$ cat src/hw/rtl/swhs_pkg.sv
// Package: shared constants and types of the single-wire sensor reader.
package swhs_pkg;

  localparam int COUNTER_WIDTH_DEF = 16;
  localparam int REG_W             = 16;
  localparam int CFG_IDX_W         = 3;
  localparam int FRAME_BITS        = 40;
  localparam int BIT_IDX_W         = 6;

  // Register indexes on the configuration channel
  localparam logic [CFG_IDX_W-1:0] CFG_START_LOW     = 3'd0;
  localparam logic [CFG_IDX_W-1:0] CFG_RELEASE_HIGH  = 3'd1;
  localparam logic [CFG_IDX_W-1:0] CFG_RESPONSE_CHK  = 3'd2;
  localparam logic [CFG_IDX_W-1:0] CFG_BIT_SAMPLE    = 3'd3;
  localparam logic [CFG_IDX_W-1:0] CFG_EDGE_TIMEOUT  = 3'd4;

  // Register reset values
  localparam logic [REG_W-1:0] START_LOW_RST     = 16'd1000;
  localparam logic [REG_W-1:0] RELEASE_HIGH_RST  = 16'd30;
  localparam logic [REG_W-1:0] RESPONSE_CHK_RST  = 16'd80;
  localparam logic [REG_W-1:0] BIT_SAMPLE_RST    = 16'd40;
  localparam logic [REG_W-1:0] EDGE_TIMEOUT_RST  = 16'd20000;

  typedef struct packed {
    logic [REG_W-1:0] start_low_us;
    logic [REG_W-1:0] release_high_us;
    logic [REG_W-1:0] response_check_us;
    logic [REG_W-1:0] bit_sample_us;
    logic [REG_W-1:0] edge_timeout_us;
  } swhs_cfg_t;

  typedef struct packed {
    logic               drive_enable;
    logic               drive_level;
    logic               busy_res;
    logic               done_res;
    logic               no_response;
    logic [15:0]        humidity_tenths;
    logic signed [15:0] temperature_tenths;
  } swhs_res_t;

endpackage

$ cat src/hw/rtl/swhs_ifs.sv
// Interfaces: input, result and configuration channels of the sensor reader.
interface swhs_in_if;
  logic valid;
  logic ready;
  logic cmd;
  logic line_level;
  modport source (output valid, output cmd, output line_level, input ready);
  modport sink   (input valid, input cmd, input line_level, output ready);
endinterface

interface swhs_out_if;
  logic               valid;
  logic               ready;
  logic               drive_enable;
  logic               drive_level;
  logic               busy_res;
  logic               done_res;
  logic               no_response;
  logic [15:0]        humidity_tenths;
  logic signed [15:0] temperature_tenths;
  modport source (output valid, output drive_enable, output drive_level, output busy_res,
                  output done_res, output no_response, output humidity_tenths,
                  output temperature_tenths, input ready);
  modport sink   (input valid, input drive_enable, input drive_level, input busy_res,
                  input done_res, input no_response, input humidity_tenths,
                  input temperature_tenths, output ready);
endinterface

interface swhs_cfg_if;
  logic                           valid;
  logic                           ready;
  logic [swhs_pkg::CFG_IDX_W-1:0] index;
  logic [swhs_pkg::REG_W-1:0]     data;
  modport source (output valid, output index, output data, input ready);
  modport sink   (input valid, input index, input data, output ready);
endinterface

$ cat src/hw/rtl/swhs_cfg_regs.sv
// Configuration register file: five 16-bit timing registers.
module swhs_cfg_regs (
  input  logic                clk,
  input  logic                rst_n,
  swhs_cfg_if.sink            cfg_ch,
  output swhs_pkg::swhs_cfg_t cfg
);

  swhs_pkg::swhs_cfg_t cfg_r;

  assign cfg_ch.ready = 1'b1;
  assign cfg          = cfg_r;

  always_ff @(posedge clk) begin
    if (!rst_n) begin
      cfg_r.start_low_us      <= swhs_pkg::START_LOW_RST;
      cfg_r.release_high_us   <= swhs_pkg::RELEASE_HIGH_RST;
      cfg_r.response_check_us <= swhs_pkg::RESPONSE_CHK_RST;
      cfg_r.bit_sample_us     <= swhs_pkg::BIT_SAMPLE_RST;
      cfg_r.edge_timeout_us   <= swhs_pkg::EDGE_TIMEOUT_RST;
    end else if (cfg_ch.valid) begin
      case (cfg_ch.index)
        swhs_pkg::CFG_START_LOW:    cfg_r.start_low_us      <= cfg_ch.data;
        swhs_pkg::CFG_RELEASE_HIGH: cfg_r.release_high_us   <= cfg_ch.data;
        swhs_pkg::CFG_RESPONSE_CHK: cfg_r.response_check_us <= cfg_ch.data;
        swhs_pkg::CFG_BIT_SAMPLE:   cfg_r.bit_sample_us     <= cfg_ch.data;
        swhs_pkg::CFG_EDGE_TIMEOUT: cfg_r.edge_timeout_us   <= cfg_ch.data;
        default: ;
      endcase
    end
  end

endmodule

$ cat src/hw/rtl/swhs_ctrl.sv
// Read sequencer: phase state, delay counter, bit shifter and value holds.
module swhs_ctrl #(
  parameter int COUNTER_WIDTH = swhs_pkg::COUNTER_WIDTH_DEF
) (
  input  logic                clk,
  input  logic                rst_n,
  input  logic                step,
  input  logic                cmd,
  input  logic                line_level,
  input  swhs_pkg::swhs_cfg_t cfg,
  output swhs_pkg::swhs_res_t res
);

  localparam int LW = (COUNTER_WIDTH > swhs_pkg::REG_W) ? COUNTER_WIDTH : swhs_pkg::REG_W;
  localparam logic [COUNTER_WIDTH-1:0] CNT_MAX = {COUNTER_WIDTH{1'b1}};
  localparam logic [LW-1:0]            MAX_EXT = LW'(CNT_MAX);
  localparam logic [swhs_pkg::BIT_IDX_W-1:0] LAST_BIT =
    swhs_pkg::BIT_IDX_W'(swhs_pkg::FRAME_BITS);

  typedef enum logic [3:0] {
    PH_IDLE, PH_LOW, PH_HIGH, PH_WAIT_LOW, PH_RESP_DELAY,
    PH_TAIL_LOW, PH_BIT_RISE, PH_BIT_DELAY, PH_BIT_FALL
  } phase_t;

  phase_t                         phase_r, phase_nxt;
  logic [COUNTER_WIDTH-1:0]       cnt_r, cnt_nxt, cnt_inc;
  logic [swhs_pkg::BIT_IDX_W-1:0] bit_idx_r, bit_idx_nxt, bit_inc;
  logic [swhs_pkg::FRAME_BITS-1:0] frame_r, frame_nxt;
  logic                           resp_r, resp_nxt;
  logic [15:0]                    hum_r, hum_nxt;
  logic [15:0]                    temp_r, temp_nxt;
  logic [15:0]                    raw_temp;
  logic [swhs_pkg::REG_W-1:0]     lim_sel;
  logic [LW-1:0]                  lim_ext, lim;
  logic                           reach;
  logic                           done, nores;

  // Saturating tick count and the limit of the current phase
  assign cnt_inc = (cnt_r == CNT_MAX) ? cnt_r : cnt_r + 1'b1;
  assign bit_inc = bit_idx_r + 1'b1;
  assign raw_temp = frame_r[23:8];

  always_comb begin
    case (phase_r)
      PH_LOW:        lim_sel = cfg.start_low_us;
      PH_HIGH:       lim_sel = cfg.release_high_us;
      PH_RESP_DELAY: lim_sel = cfg.response_check_us;
      PH_BIT_DELAY:  lim_sel = cfg.bit_sample_us;
      default:       lim_sel = cfg.edge_timeout_us;
    endcase
  end

  assign lim_ext = LW'(lim_sel);
  assign lim     = (lim_ext > MAX_EXT) ? MAX_EXT : lim_ext;
  assign reach   = LW'(cnt_inc) >= lim;

  always_comb begin
    phase_nxt   = phase_r;
    cnt_nxt     = cnt_r;
    bit_idx_nxt = bit_idx_r;
    frame_nxt   = frame_r;
    resp_nxt    = resp_r;
    hum_nxt     = hum_r;
    temp_nxt    = temp_r;
    done        = 1'b0;
    nores       = 1'b0;
    if (step) begin
      if (cmd) begin
        if (phase_r == PH_IDLE) begin
          phase_nxt = PH_LOW;
          cnt_nxt   = '0;
        end
      end else begin
        case (phase_r)
          PH_IDLE: ;
          PH_LOW: begin
            cnt_nxt = reach ? '0 : cnt_inc;
            if (reach) phase_nxt = PH_HIGH;
          end
          PH_HIGH: begin
            cnt_nxt = reach ? '0 : cnt_inc;
            if (reach) phase_nxt = PH_WAIT_LOW;
          end
          PH_WAIT_LOW: begin
            if (!line_level) begin
              phase_nxt = PH_RESP_DELAY;
              cnt_nxt   = '0;
            end else if (reach) begin
              resp_nxt  = 1'b0;
              phase_nxt = PH_TAIL_LOW;
              cnt_nxt   = '0;
            end else begin
              cnt_nxt = cnt_inc;
            end
          end
          PH_RESP_DELAY: begin
            cnt_nxt = reach ? '0 : cnt_inc;
            if (reach) begin
              resp_nxt  = line_level;
              phase_nxt = PH_TAIL_LOW;
            end
          end
          PH_TAIL_LOW: begin
            if (!line_level || reach) begin
              cnt_nxt = '0;
              if (resp_r) begin
                bit_idx_nxt = '0;
                frame_nxt   = '0;
                phase_nxt   = PH_BIT_RISE;
              end else begin
                phase_nxt = PH_IDLE;
                done      = 1'b1;
                nores     = 1'b1;
              end
            end else begin
              cnt_nxt = cnt_inc;
            end
          end
          PH_BIT_RISE: begin
            cnt_nxt = (line_level || reach) ? '0 : cnt_inc;
            if (line_level || reach) phase_nxt = PH_BIT_DELAY;
          end
          PH_BIT_DELAY: begin
            cnt_nxt = reach ? '0 : cnt_inc;
            if (reach) begin
              frame_nxt = {frame_r[swhs_pkg::FRAME_BITS-2:0], line_level};
              phase_nxt = PH_BIT_FALL;
            end
          end
          PH_BIT_FALL: begin
            if (!line_level || reach) begin
              cnt_nxt = '0;
              if (bit_inc >= LAST_BIT) begin
                // Frame complete: humidity from bytes 0-1, temperature from 2-3
                hum_nxt     = frame_r[39:24];
                temp_nxt    = raw_temp[15] ? 16'(16'd0 - {1'b0, raw_temp[14:0]}) : raw_temp;
                bit_idx_nxt = '0;
                phase_nxt   = PH_IDLE;
                done        = 1'b1;
              end else begin
                bit_idx_nxt = bit_inc;
                phase_nxt   = PH_BIT_RISE;
              end
            end else begin
              cnt_nxt = cnt_inc;
            end
          end
          default: phase_nxt = PH_IDLE;
        endcase
      end
    end
  end

  always_ff @(posedge clk) begin
    if (!rst_n) begin
      phase_r   <= PH_IDLE;
      cnt_r     <= '0;
      bit_idx_r <= '0;
      frame_r   <= '0;
      resp_r    <= 1'b0;
      hum_r     <= '0;
      temp_r    <= '0;
    end else begin
      phase_r   <= phase_nxt;
      cnt_r     <= cnt_nxt;
      bit_idx_r <= bit_idx_nxt;
      frame_r   <= frame_nxt;
      resp_r    <= resp_nxt;
      hum_r     <= hum_nxt;
      temp_r    <= temp_nxt;
    end
  end

  // Result shows the state after this item
  always_comb begin
    res.drive_enable       = (phase_nxt == PH_LOW) || (phase_nxt == PH_HIGH);
    res.drive_level        = (phase_nxt == PH_HIGH);
    res.busy_res           = (phase_nxt != PH_IDLE);
    res.done_res           = done;
    res.no_response        = nores;
    res.humidity_tenths    = hum_nxt;
    res.temperature_tenths = temp_nxt;
  end

endmodule

$ cat src/hw/rtl/single_wire_humidity_sensor_reader.sv
// Top level: single-wire humidity/temperature sensor reader.
//
// Usage:
//  - in_ch carries one item per microsecond: cmd = 0 is a tick with the
//    sampled data-line level, cmd = 1 starts a read (ignored while busy).
//  - out_ch returns exactly one item per input item: line drive controls,
//    busy/done/no_response flags and the last good humidity and temperature
//    in tenths (temperature two's complement).
//  - cfg_ch writes the five timing registers (index 0..4); it is always
//    ready. Write only while no items are in flight.
// Pipeline:
//  - An item lands in the input register, then one pass of sequencer logic
//    updates the state and loads the result register that drives out_ch.valid.
//  - Throughput is one item per cycle while out_ch.ready is high; the sequencer
//    state update is the only loop in the data path.
// Stall: while out_ch.ready is low the result holds and the input register
//  keeps one item, so in_ch.ready drops only when both stages are full.
// Reset (rst_n low, synchronous): registers to defaults, sequencer idle,
//  held values cleared, both stages emptied.
module single_wire_humidity_sensor_reader #(
  parameter int COUNTER_WIDTH = swhs_pkg::COUNTER_WIDTH_DEF
) (
  input  logic        clk,
  input  logic        rst_n,
  swhs_in_if.sink     in_ch,
  swhs_out_if.source  out_ch,
  swhs_cfg_if.sink    cfg_ch
);

  swhs_pkg::swhs_cfg_t cfg;
  swhs_pkg::swhs_res_t res;
  swhs_pkg::swhs_res_t res_r;

  logic s1_valid_r;
  logic s1_cmd_r;
  logic s1_lvl_r;
  logic out_valid_r;
  logic advance;

  // Item in the input register moves on when the result slot is free
  assign advance     = s1_valid_r && (!out_valid_r || out_ch.ready);
  assign in_ch.ready = !s1_valid_r || advance;

  swhs_cfg_regs u_cfg (
    .clk    (clk),
    .rst_n  (rst_n),
    .cfg_ch (cfg_ch),
    .cfg    (cfg)
  );

  swhs_ctrl #(
    .COUNTER_WIDTH (COUNTER_WIDTH)
  ) u_ctrl (
    .clk        (clk),
    .rst_n      (rst_n),
    .step       (advance),
    .cmd        (s1_cmd_r),
    .line_level (s1_lvl_r),
    .cfg        (cfg),
    .res        (res)
  );

  // Input register
  always_ff @(posedge clk) begin
    if (!rst_n) begin
      s1_valid_r <= 1'b0;
    end else if (in_ch.ready) begin
      s1_valid_r <= in_ch.valid;
    end
  end

  always_ff @(posedge clk) begin
    if (in_ch.ready && in_ch.valid) begin
      s1_cmd_r <= in_ch.cmd;
      s1_lvl_r <= in_ch.line_level;
    end
  end

  // Result register
  always_ff @(posedge clk) begin
    if (!rst_n) begin
      out_valid_r <= 1'b0;
    end else if (advance) begin
      out_valid_r <= 1'b1;
    end else if (out_ch.ready) begin
      out_valid_r <= 1'b0;
    end
  end

  always_ff @(posedge clk) begin
    if (advance) begin
      res_r <= res;
    end
  end

  assign out_ch.valid              = out_valid_r;
  assign out_ch.drive_enable       = res_r.drive_enable;
  assign out_ch.drive_level        = res_r.drive_level;
  assign out_ch.busy_res           = res_r.busy_res;
  assign out_ch.done_res           = res_r.done_res;
  assign out_ch.no_response        = res_r.no_response;
  assign out_ch.humidity_tenths    = res_r.humidity_tenths;
  assign out_ch.temperature_tenths = res_r.temperature_tenths;

endmodule

$ cat src/flat_wrapper.sv
// flat-port wrapper written by rule: the top's interface ports become plain ports
module single_wire_humidity_sensor_reader_flat 
#(
  parameter int COUNTER_WIDTH = swhs_pkg::COUNTER_WIDTH_DEF
)
  (clk, rst_n, in_ch_valid, in_ch_cmd, in_ch_line_level, in_ch_ready, out_ch_valid, out_ch_drive_enable, out_ch_drive_level, out_ch_busy_res, out_ch_done_res, out_ch_no_response, out_ch_humidity_tenths, out_ch_temperature_tenths, out_ch_ready, cfg_ch_valid, cfg_ch_index, cfg_ch_data, cfg_ch_ready);
  swhs_in_if in_ch_i ();
  swhs_out_if out_ch_i ();
  swhs_cfg_if cfg_ch_i ();
  input  logic clk;
  input  logic rst_n;
  input wire logic [$bits(in_ch_i.valid)-1:0] in_ch_valid;
  input wire logic [$bits(in_ch_i.cmd)-1:0] in_ch_cmd;
  input wire logic [$bits(in_ch_i.line_level)-1:0] in_ch_line_level;
  output wire logic [$bits(in_ch_i.ready)-1:0] in_ch_ready;
  output wire logic [$bits(out_ch_i.valid)-1:0] out_ch_valid;
  output wire logic [$bits(out_ch_i.drive_enable)-1:0] out_ch_drive_enable;
  output wire logic [$bits(out_ch_i.drive_level)-1:0] out_ch_drive_level;
  output wire logic [$bits(out_ch_i.busy_res)-1:0] out_ch_busy_res;
  output wire logic [$bits(out_ch_i.done_res)-1:0] out_ch_done_res;
  output wire logic [$bits(out_ch_i.no_response)-1:0] out_ch_no_response;
  output wire logic [$bits(out_ch_i.humidity_tenths)-1:0] out_ch_humidity_tenths;
  output wire logic [$bits(out_ch_i.temperature_tenths)-1:0] out_ch_temperature_tenths;
  input wire logic [$bits(out_ch_i.ready)-1:0] out_ch_ready;
  input wire logic [$bits(cfg_ch_i.valid)-1:0] cfg_ch_valid;
  input wire logic [$bits(cfg_ch_i.index)-1:0] cfg_ch_index;
  input wire logic [$bits(cfg_ch_i.data)-1:0] cfg_ch_data;
  output wire logic [$bits(cfg_ch_i.ready)-1:0] cfg_ch_ready;
  assign in_ch_i.valid = in_ch_valid;
  assign in_ch_i.cmd = in_ch_cmd;
  assign in_ch_i.line_level = in_ch_line_level;
  assign in_ch_ready = in_ch_i.ready;
  assign out_ch_valid = out_ch_i.valid;
  assign out_ch_drive_enable = out_ch_i.drive_enable;
  assign out_ch_drive_level = out_ch_i.drive_level;
  assign out_ch_busy_res = out_ch_i.busy_res;
  assign out_ch_done_res = out_ch_i.done_res;
  assign out_ch_no_response = out_ch_i.no_response;
  assign out_ch_humidity_tenths = out_ch_i.humidity_tenths;
  assign out_ch_temperature_tenths = out_ch_i.temperature_tenths;
  assign out_ch_i.ready = out_ch_ready;
  assign cfg_ch_i.valid = cfg_ch_valid;
  assign cfg_ch_i.index = cfg_ch_index;
  assign cfg_ch_i.data = cfg_ch_data;
  assign cfg_ch_ready = cfg_ch_i.ready;
  single_wire_humidity_sensor_reader #(.COUNTER_WIDTH(COUNTER_WIDTH)) u_core (.clk(clk), .rst_n(rst_n), .in_ch(in_ch_i), .out_ch(out_ch_i), .cfg_ch(cfg_ch_i));
endmodule
$ cat config.mk
export PLATFORM = sky130hd
export DESIGN_NAME = single_wire_humidity_sensor_reader_flat
export DESIGN_NICKNAME = d
export VERILOG_FILES = /design/src/hw/rtl/swhs_pkg.sv /design/src/hw/rtl/swhs_ifs.sv /design/src/hw/rtl/swhs_cfg_regs.sv /design/src/hw/rtl/swhs_ctrl.sv /design/src/hw/rtl/single_wire_humidity_sensor_reader.sv /design/src/flat_wrapper.sv
export SDC_FILE = /design/constraint.sdc
export NUM_CORES = 1
export LEC_CHECK = 0
export BUFFER_PORTS_ARGS = -buffer_cell sky130_fd_sc_hd__buf_4
export CORE_ASPECT_RATIO = 0.5
export CORE_MARGIN = 1.5
export CORE_UTILIZATION = 61
export DETAILED_ROUTE_END_ITERATION = 7
export GPL_TIMING_DRIVEN = 0
export MAX_ROUTING_LAYER = met4
export PLACE_DENSITY = 0.8
export SLEW_MARGIN = 10
export SYNTH_ARGS = -nofsm -noshare
export SYNTH_HDL_FRONTEND = slang
export SYNTH_SLANG_ARGS = --single-unit
export TNS_END_PERCENT = 5
$ cat constraint.sdc
create_clock -name clk -period 8.95 [get_ports clk]
set_input_delay 0.4475 -clock clk [delete_from_list [all_inputs] [get_ports clk]]
set_output_delay 0.4475 -clock clk [all_outputs]
set_load 0.01 [all_outputs]
# --- Word-level counts from Yosys, hierarchy flattened ---
# Index checks and enable logic that the tools add are counted.
totals:
  input_bits: 26
  output_inout_bits: 40
  word_cells: 139
  regBits: 220
classes:
  bitwise_logic: 2
  add_sub_neg: 3
  n_lt_le_gt_ge: 3
  muxes: 55
  reduce_logical: 30
  eq_ne: 23
ops:
  columns: ["op", "count"]
  rows:
  - ["$mux 16", 19]
  - ["$pmux 16 s4", 2]
  - ["$mux 40", 3]
  - ["$pmux 40 s2", 1]
  - ["$mux 4", 11]
  - ["$pmux 4 s9", 1]
  - ["$mux 6", 4]
  - ["$reduce_and 6->1", 3]
  - ["$add 16x1->16 const B", 1]
  - ["$eq 16x16->1 const B", 1]
  - ["$eq 4x3->1 const B", 4]
  - ["$ge 16x16->1", 1]
  - ["$gt 16x16->1 const B", 1]
  - ["$sub 1x15->16 const A", 1]
  - ["$ne 2x2->1 const B", 7]
  - ["$eq 4x2->1 const B", 3]
  - ["$pmux 6 s2", 1]
  - ["$reduce_and 2->1", 5]
  - ["$mux 1", 9]
  - ["$eq 4x1->1 const B", 2]
  - ["$reduce_bool 2->1", 4]
  - ["$add 6x1->6 const B", 1]
  - ["$eq 3x2->1 const B", 2]
  - ["$ge 6x6->1 const B", 1]
  - ["17 further kinds", 28]

# --- Logic depth before layout (Yosys ltp) ---
depth:
  word_depth: 12
  depth_mapped: 18
  mapped_depth_nobuf: 16

# --- Cells and area by module ---
# A second synthesis with hierarchy kept.
unflattened:
  cells_unflattened: 1078
  area_unflattened_um2: 10381.2
modules_own_cells:
  columns: ["mod", "seq_area_each_um2", "instances", "cells_each", "area_each_um2"]
  rows:
  - ["swhs_ctrl", 1981.9, 1, 730, 6007.0]
  - ["swhs_cfg_regs", 1601.5, 1, 300, 3099.2]
  - ["single_wire_humidity_sensor_reader", 1211.2, 1, 48, 1275.0]

# --- Worst setup path after synthesis ---
# No wires, ideal clock.
synth_timing:
  path_kind: "register to register"
  from: "register u_core.u_ctrl.phase_r[1]"
  to: "register u_core.res_r (netlist bit u_core.out_ch.drive_enable) (data pin)"
  t_arrival_ps: 4011
  path_stages_with_launch: 17
  period_less_slack_ps: 4266
  t_required_ps: 8695
  setup_slack_ps: 4684
  setup_ps: 255
  cell_sequence: "dfxtp_1 -> clkbuf_1 -> clkbuf_1 -> nor3_1 -> clkbuf_1 -> a22oi_1 -> nand2_1 -> a21oi_1 -> ha_1 -> nand4_2 -> or3_4 -> or4_4 -> a311oi_1 -> a2111oi_1 -> a211o_2 -> xor2_1 -> and3_1"
synth_rtl:
  columns: ["item", "line", "text"]
  rows:
  - ["start, declared", "swhs_ctrl.sv:25", "phase_t phase_r, phase_nxt;"]
  - ["start signal, assigned", "swhs_ctrl.sv:164", "phase_r <= phase_nxt;"]
  - ["end signal, assigned", "single_wire_humidity_sensor_reader.sv:92", "res_r <= res;"]
  - ["end, declared", "single_wire_humidity_sensor_reader.sv:32", "swhs_pkg::swhs_res_t res_r;"]

==> flow_metrics.env <==
export IMPL_slew_violations=0
export IMPL_synth_seq_cells=220
export IMPL_r2r_end="u_core.u_ctrl.hum_r[13]$_SDFF_PN0_"
export IMPL_cellLeakagePower_nw=4.34
export IMPL_final_hold_worst_slack_ns=0.116
export IMPL_worst_slack_ns=3.23
export IMPL_rsz0062_at_grt="false"
export IMPL_route_detailed_vias_per_inst=5.93
export IMPL_insertedDiodeCount=0
export IMPL_outcome="finished clean"
export IMPL_floorplan_initialDensity_pct=63.0
export IMPL_cts_tree="built"
export IMPL_port_buffers=63
export IMPL_post_place_ws_ns=3.37
export IMPL_critical_path_endpoint_type="flip-flop"
export IMPL_synth_sequential_area_ratio_pct=48.9
export IMPL_postRouteAntennaNets=0
export IMPL_async_flop_share_pct=0
export IMPL_r2r_worst_path_cells=16
export IMPL_slew_headroom_pct=27.2
export IMPL_drc_errors=0
export IMPL_whs_path_depth=1
export IMPL_powerDensity_mw_per_mm2=185
export IMPL_synth_top_flop_cell="sky130_fd_sc_hd__dfxtp_1"
export IMPL_cts_max_path_buffers=3
export IMPL_dieArea_mm2=0.0169
export IMPL_global_route_usage_met3_pct=5.15
export IMPL_hold_path_class="in2reg"
export IMPL_post_synth_top_count_cell="sky130_fd_sc_hd__nand2_1"
export IMPL_clock_fmax_mhz=175
export IMPL_detail_route_iter0_violations=734
export IMPL_hold_path_startpoint="in_ch_line_level"
export IMPL_global_route_wire_length_before_repair_um=40100
export IMPL_grt_pass1_vias=8155
export IMPL_cp_max_fo=10
export IMPL_seqPwrFrac_pct=49.9
export IMPL_worst_clock_skew_ns=0.0110
export IMPL_clock_sink_count=220
export IMPL_number_of_antenna_violations_at_the_first_check_in_global_routing=0
export IMPL_total_placed_instance_area_mm2=0.0106
export IMPL_routed_wl_um=24300
export IMPL_place_hpwl_um=16600
export IMPL_number_of_synthesized_flops_with_an_enable_pin=39
export IMPL_die_width_um=182
export IMPL_final_fill_count=1231
export IMPL_crit_arrival_ns=6.12
export IMPL_syn_num_nets=1181
export IMPL_clock_tree_root="sky130_fd_sc_hd__clkbuf_16"
export IMPL_grt_use_met2_pct=49.4
export IMPL_critPathKind="reg2reg"
export IMPL_design_final_nets=1267
export IMPL_power_share_combinational_pct=8.6
export IMPL_synth_top_cells_by_count="sky130_fd_sc_hd__nand2_1, sky130_fd_sc_hd__dfxtp_1, sky130_fd_sc_hd__a21oi_1"
export IMPL_boundaryPins=66
export IMPL_final_layout_size_suffix_gt1_share_pct=11.1
export IMPL_route_vias_total=8530
export IMPL_std_cell_rows=32
export IMPL_switching_power_mw=0.511
export IMPL_post_syn_area_mm2=0.00981
export IMPL_critPathRequiredTime_ns=9.35
export IMPL_die_h_um=92.7
export IMPL_final_setup_tns_ns=0
export IMPL_hold_buffers=0
export IMPL_postCtsSetupRepairBufs=0
export IMPL_worstReg2RegStart="u_core.u_ctrl.phase_r[1]$_SDFF_PN0_"
export IMPL_postLayoutCellArea_mm2=0.0112
export IMPL_finalCritPeriodShare_pct=63.9
export IMPL_grt_overflow_total=0
export IMPL_synth_yosys_warnings=0
export IMPL_ir_drop_mv=0.117
export IMPL_cell_internal_pwr_mw=1.57
export IMPL_critical_path_startpoint_type="flip-flop"
export IMPL_global_route_peak_usage_layer="met2"
export IMPL_syn_area_per_cell_um2=8.65
export IMPL_weighted_congestion_reported_at_the_end_of_routability_driven_placement=0.928
export IMPL_post_synth_num_cell_types=66
export IMPL_setup_viol=0
export IMPL_pin_count_of_the_biggest_net_entering_global_routing=37
export IMPL_net_switching_share_of_the_total_power_pct=24.6
export IMPL_holdPathEnd="u_core.s1_lvl_r$_DFFE_PP_"
export IMPL_final_critical_delay_including_setup_and_external_delays_ns=5.72
export IMPL_ctsHtreeMaxLevel=1
export IMPL_clock_buffers_created_by_tritoncts=20
export IMPL_clkLatencyLatePin_ns=0.51
export IMPL_timing_worst_slew_pin_value_ns=1.08
export IMPL_core_region_area_mm2=0.0156
export IMPL_max_cap_viol_count=0
export IMPL_clkSlewWorstSetupHoldPaths_ns=0.07
export IMPL_synth_area_leader_cell="sky130_fd_sc_hd__dfxtp_1"
export IMPL_global_route_usage_met1_pct=39.4
export IMPL_post_cts_resize_count=0
export IMPL_avgRoutedWirePerCell_um=16.9
export IMPL_synth_top_cells_by_area="sky130_fd_sc_hd__dfxtp_1, sky130_fd_sc_hd__edfxtp_1, sky130_fd_sc_hd__nand2_1, sky130_fd_sc_hd__a21oi_1, sky130_fd_sc_hd__nand3_1"
export IMPL_share_clk_of_total_power_pct=41.6
export IMPL_final_hold_violation_count=0
export IMPL_reg2reg_setup_slack_ns=3.23
export IMPL_track_usage_pct=30.4
export IMPL_drt_pass1_iterations=5
export IMPL_post_synth_inst_count=1135
export IMPL_synth_top_area_share_pct=36.9
export IMPL_area_growth_syn_to_layout_pct=14.4
export IMPL_post_layout_total_power_mw=2.08
power groups by stage:
stage / clock network [mW] / logic, mW / registers (mW)
global placement: 0 / 0.169 / 1.06
detailed placement: 0 / 0.174 / 1.06
floorplan: 0 / 0.102 / 1.06
CTS: 0.875 / 0.175 / 1.04
global route: 0.913 / 0.196 / 1.04
finish: 0.865 / 0.178 / 1.04
layer usage:
layer,part of all wire [%],vias to the layer above
met3,6.9,70
met1,45,4024
li1,-,4139
met5,0,-
met2,46,297
met4,2.7,0
state kept, by name, summed over array words and instances (netlist names), 6 cells and up:
name / flops
u_core.out_ch.temperature_tenths: 16
u_core.u_ctrl.temp_r: 16
u_core.u_ctrl.frame_r: 40
u_core.out_ch.humidity_tenths: 16
u_core.u_ctrl.bit_idx_r: 6
u_core.u_cfg.cfg: 80
u_core.u_ctrl.cnt_r: 16
u_core.u_ctrl.hum_r: 16
stage by stage:
step	cells	util [%]
after CTS	1439	72.1
after global routing	1439	72.1
after detailed placement	1403	67.8
after floorplan	1135	-
final	1439	72.1
after global placement	1402	67.7
layout make-up:
class                      count  area, µm²  share of cell area (%)
timing repair buffer          64        493                    4.39
sequential                   220       4790                    42.7
clock inverter                 9       96.3                   0.858
tap                          204        255                    2.27
multi-input combinational    829       4670                    41.6
clock buffer                  27        567                    5.05
inverter                      11       41.3                   0.368
buffer                        75        308                    2.74
critical path, cell delays in order (launching register included):
cell and delay, ns:
sky130_fd_sc_hd__dfxtp_1 0.29, sky130_fd_sc_hd__clkbuf_1 0.19, sky130_fd_sc_hd__clkbuf_1 0.27, sky130_fd_sc_hd__nor3_1 0.92, sky130_fd_sc_hd__clkbuf_1 0.57, sky130_fd_sc_hd__a22oi_1 0.20, sky130_fd_sc_hd__nand2_1 0.11, sky130_fd_sc_hd__a21oi_1 0.06
sky130_fd_sc_hd__ha_1 0.36, sky130_fd_sc_hd__nand4_2 0.12, sky130_fd_sc_hd__or3_4 0.40, sky130_fd_sc_hd__nor4_1 0.46, sky130_fd_sc_hd__nor3_1 0.23, sky130_fd_sc_hd__nor3_4 0.54, sky130_fd_sc_hd__buf_2 0.34, sky130_fd_sc_hd__mux2_2 0.39
sky130_fd_sc_hd__and2_1 0.16
kinds of logic (layout without fill, tap and decap cells):
family	count (synthesis)	after routing	synth area share (%)
xor+xnor	28	28	2.50
mux	32	32	3.63
fa+ha+maj	20	20	2.55
other cells	1	1	0.0382
simple gates	498	498	23.8
compound gates	250	250	15.1
buf+inv	86	186	3.54
flops	220	220	48.9
how the worst max path moves through the flow:
stage                                             start                                   end  slack [ns]
finish              u_core.u_ctrl.phase_r[1]$_SDFF_PN0_    u_core.u_ctrl.hum_r[13]$_SDFF_PN0_        3.23
global route        u_core.u_ctrl.phase_r[1]$_SDFF_PN0_    u_core.u_ctrl.hum_r[14]$_SDFF_PN0_        2.97
CTS                 u_core.u_ctrl.phase_r[1]$_SDFF_PN0_    u_core.u_ctrl.hum_r[13]$_SDFF_PN0_        3.36
detailed placement  u_core.u_ctrl.phase_r[1]$_SDFF_PN0_    u_core.u_ctrl.hum_r[13]$_SDFF_PN0_        3.37
global placement    u_core.u_ctrl.phase_r[1]$_SDFF_PN0_    u_core.u_ctrl.hum_r[14]$_SDFF_PN0_        3.36
floorplan           u_core.u_ctrl.phase_r[1]$_SDFF_PN0_  u_core.out_ch.drive_enable$_DFFE_PP_        4.68
layout by cell type (no fill, tap or decap), drive strengths merged, types with 21 or more instances in the layout:
master	n
mux2	29
nor2	45
clkbuf	88
nand2	253
edfxtp	39
a21oi	146
a22oi	38
and2	40
dfxtp	181
o21ai	21
buf	78
nand3	72
(Power assumes the default switching activity.)
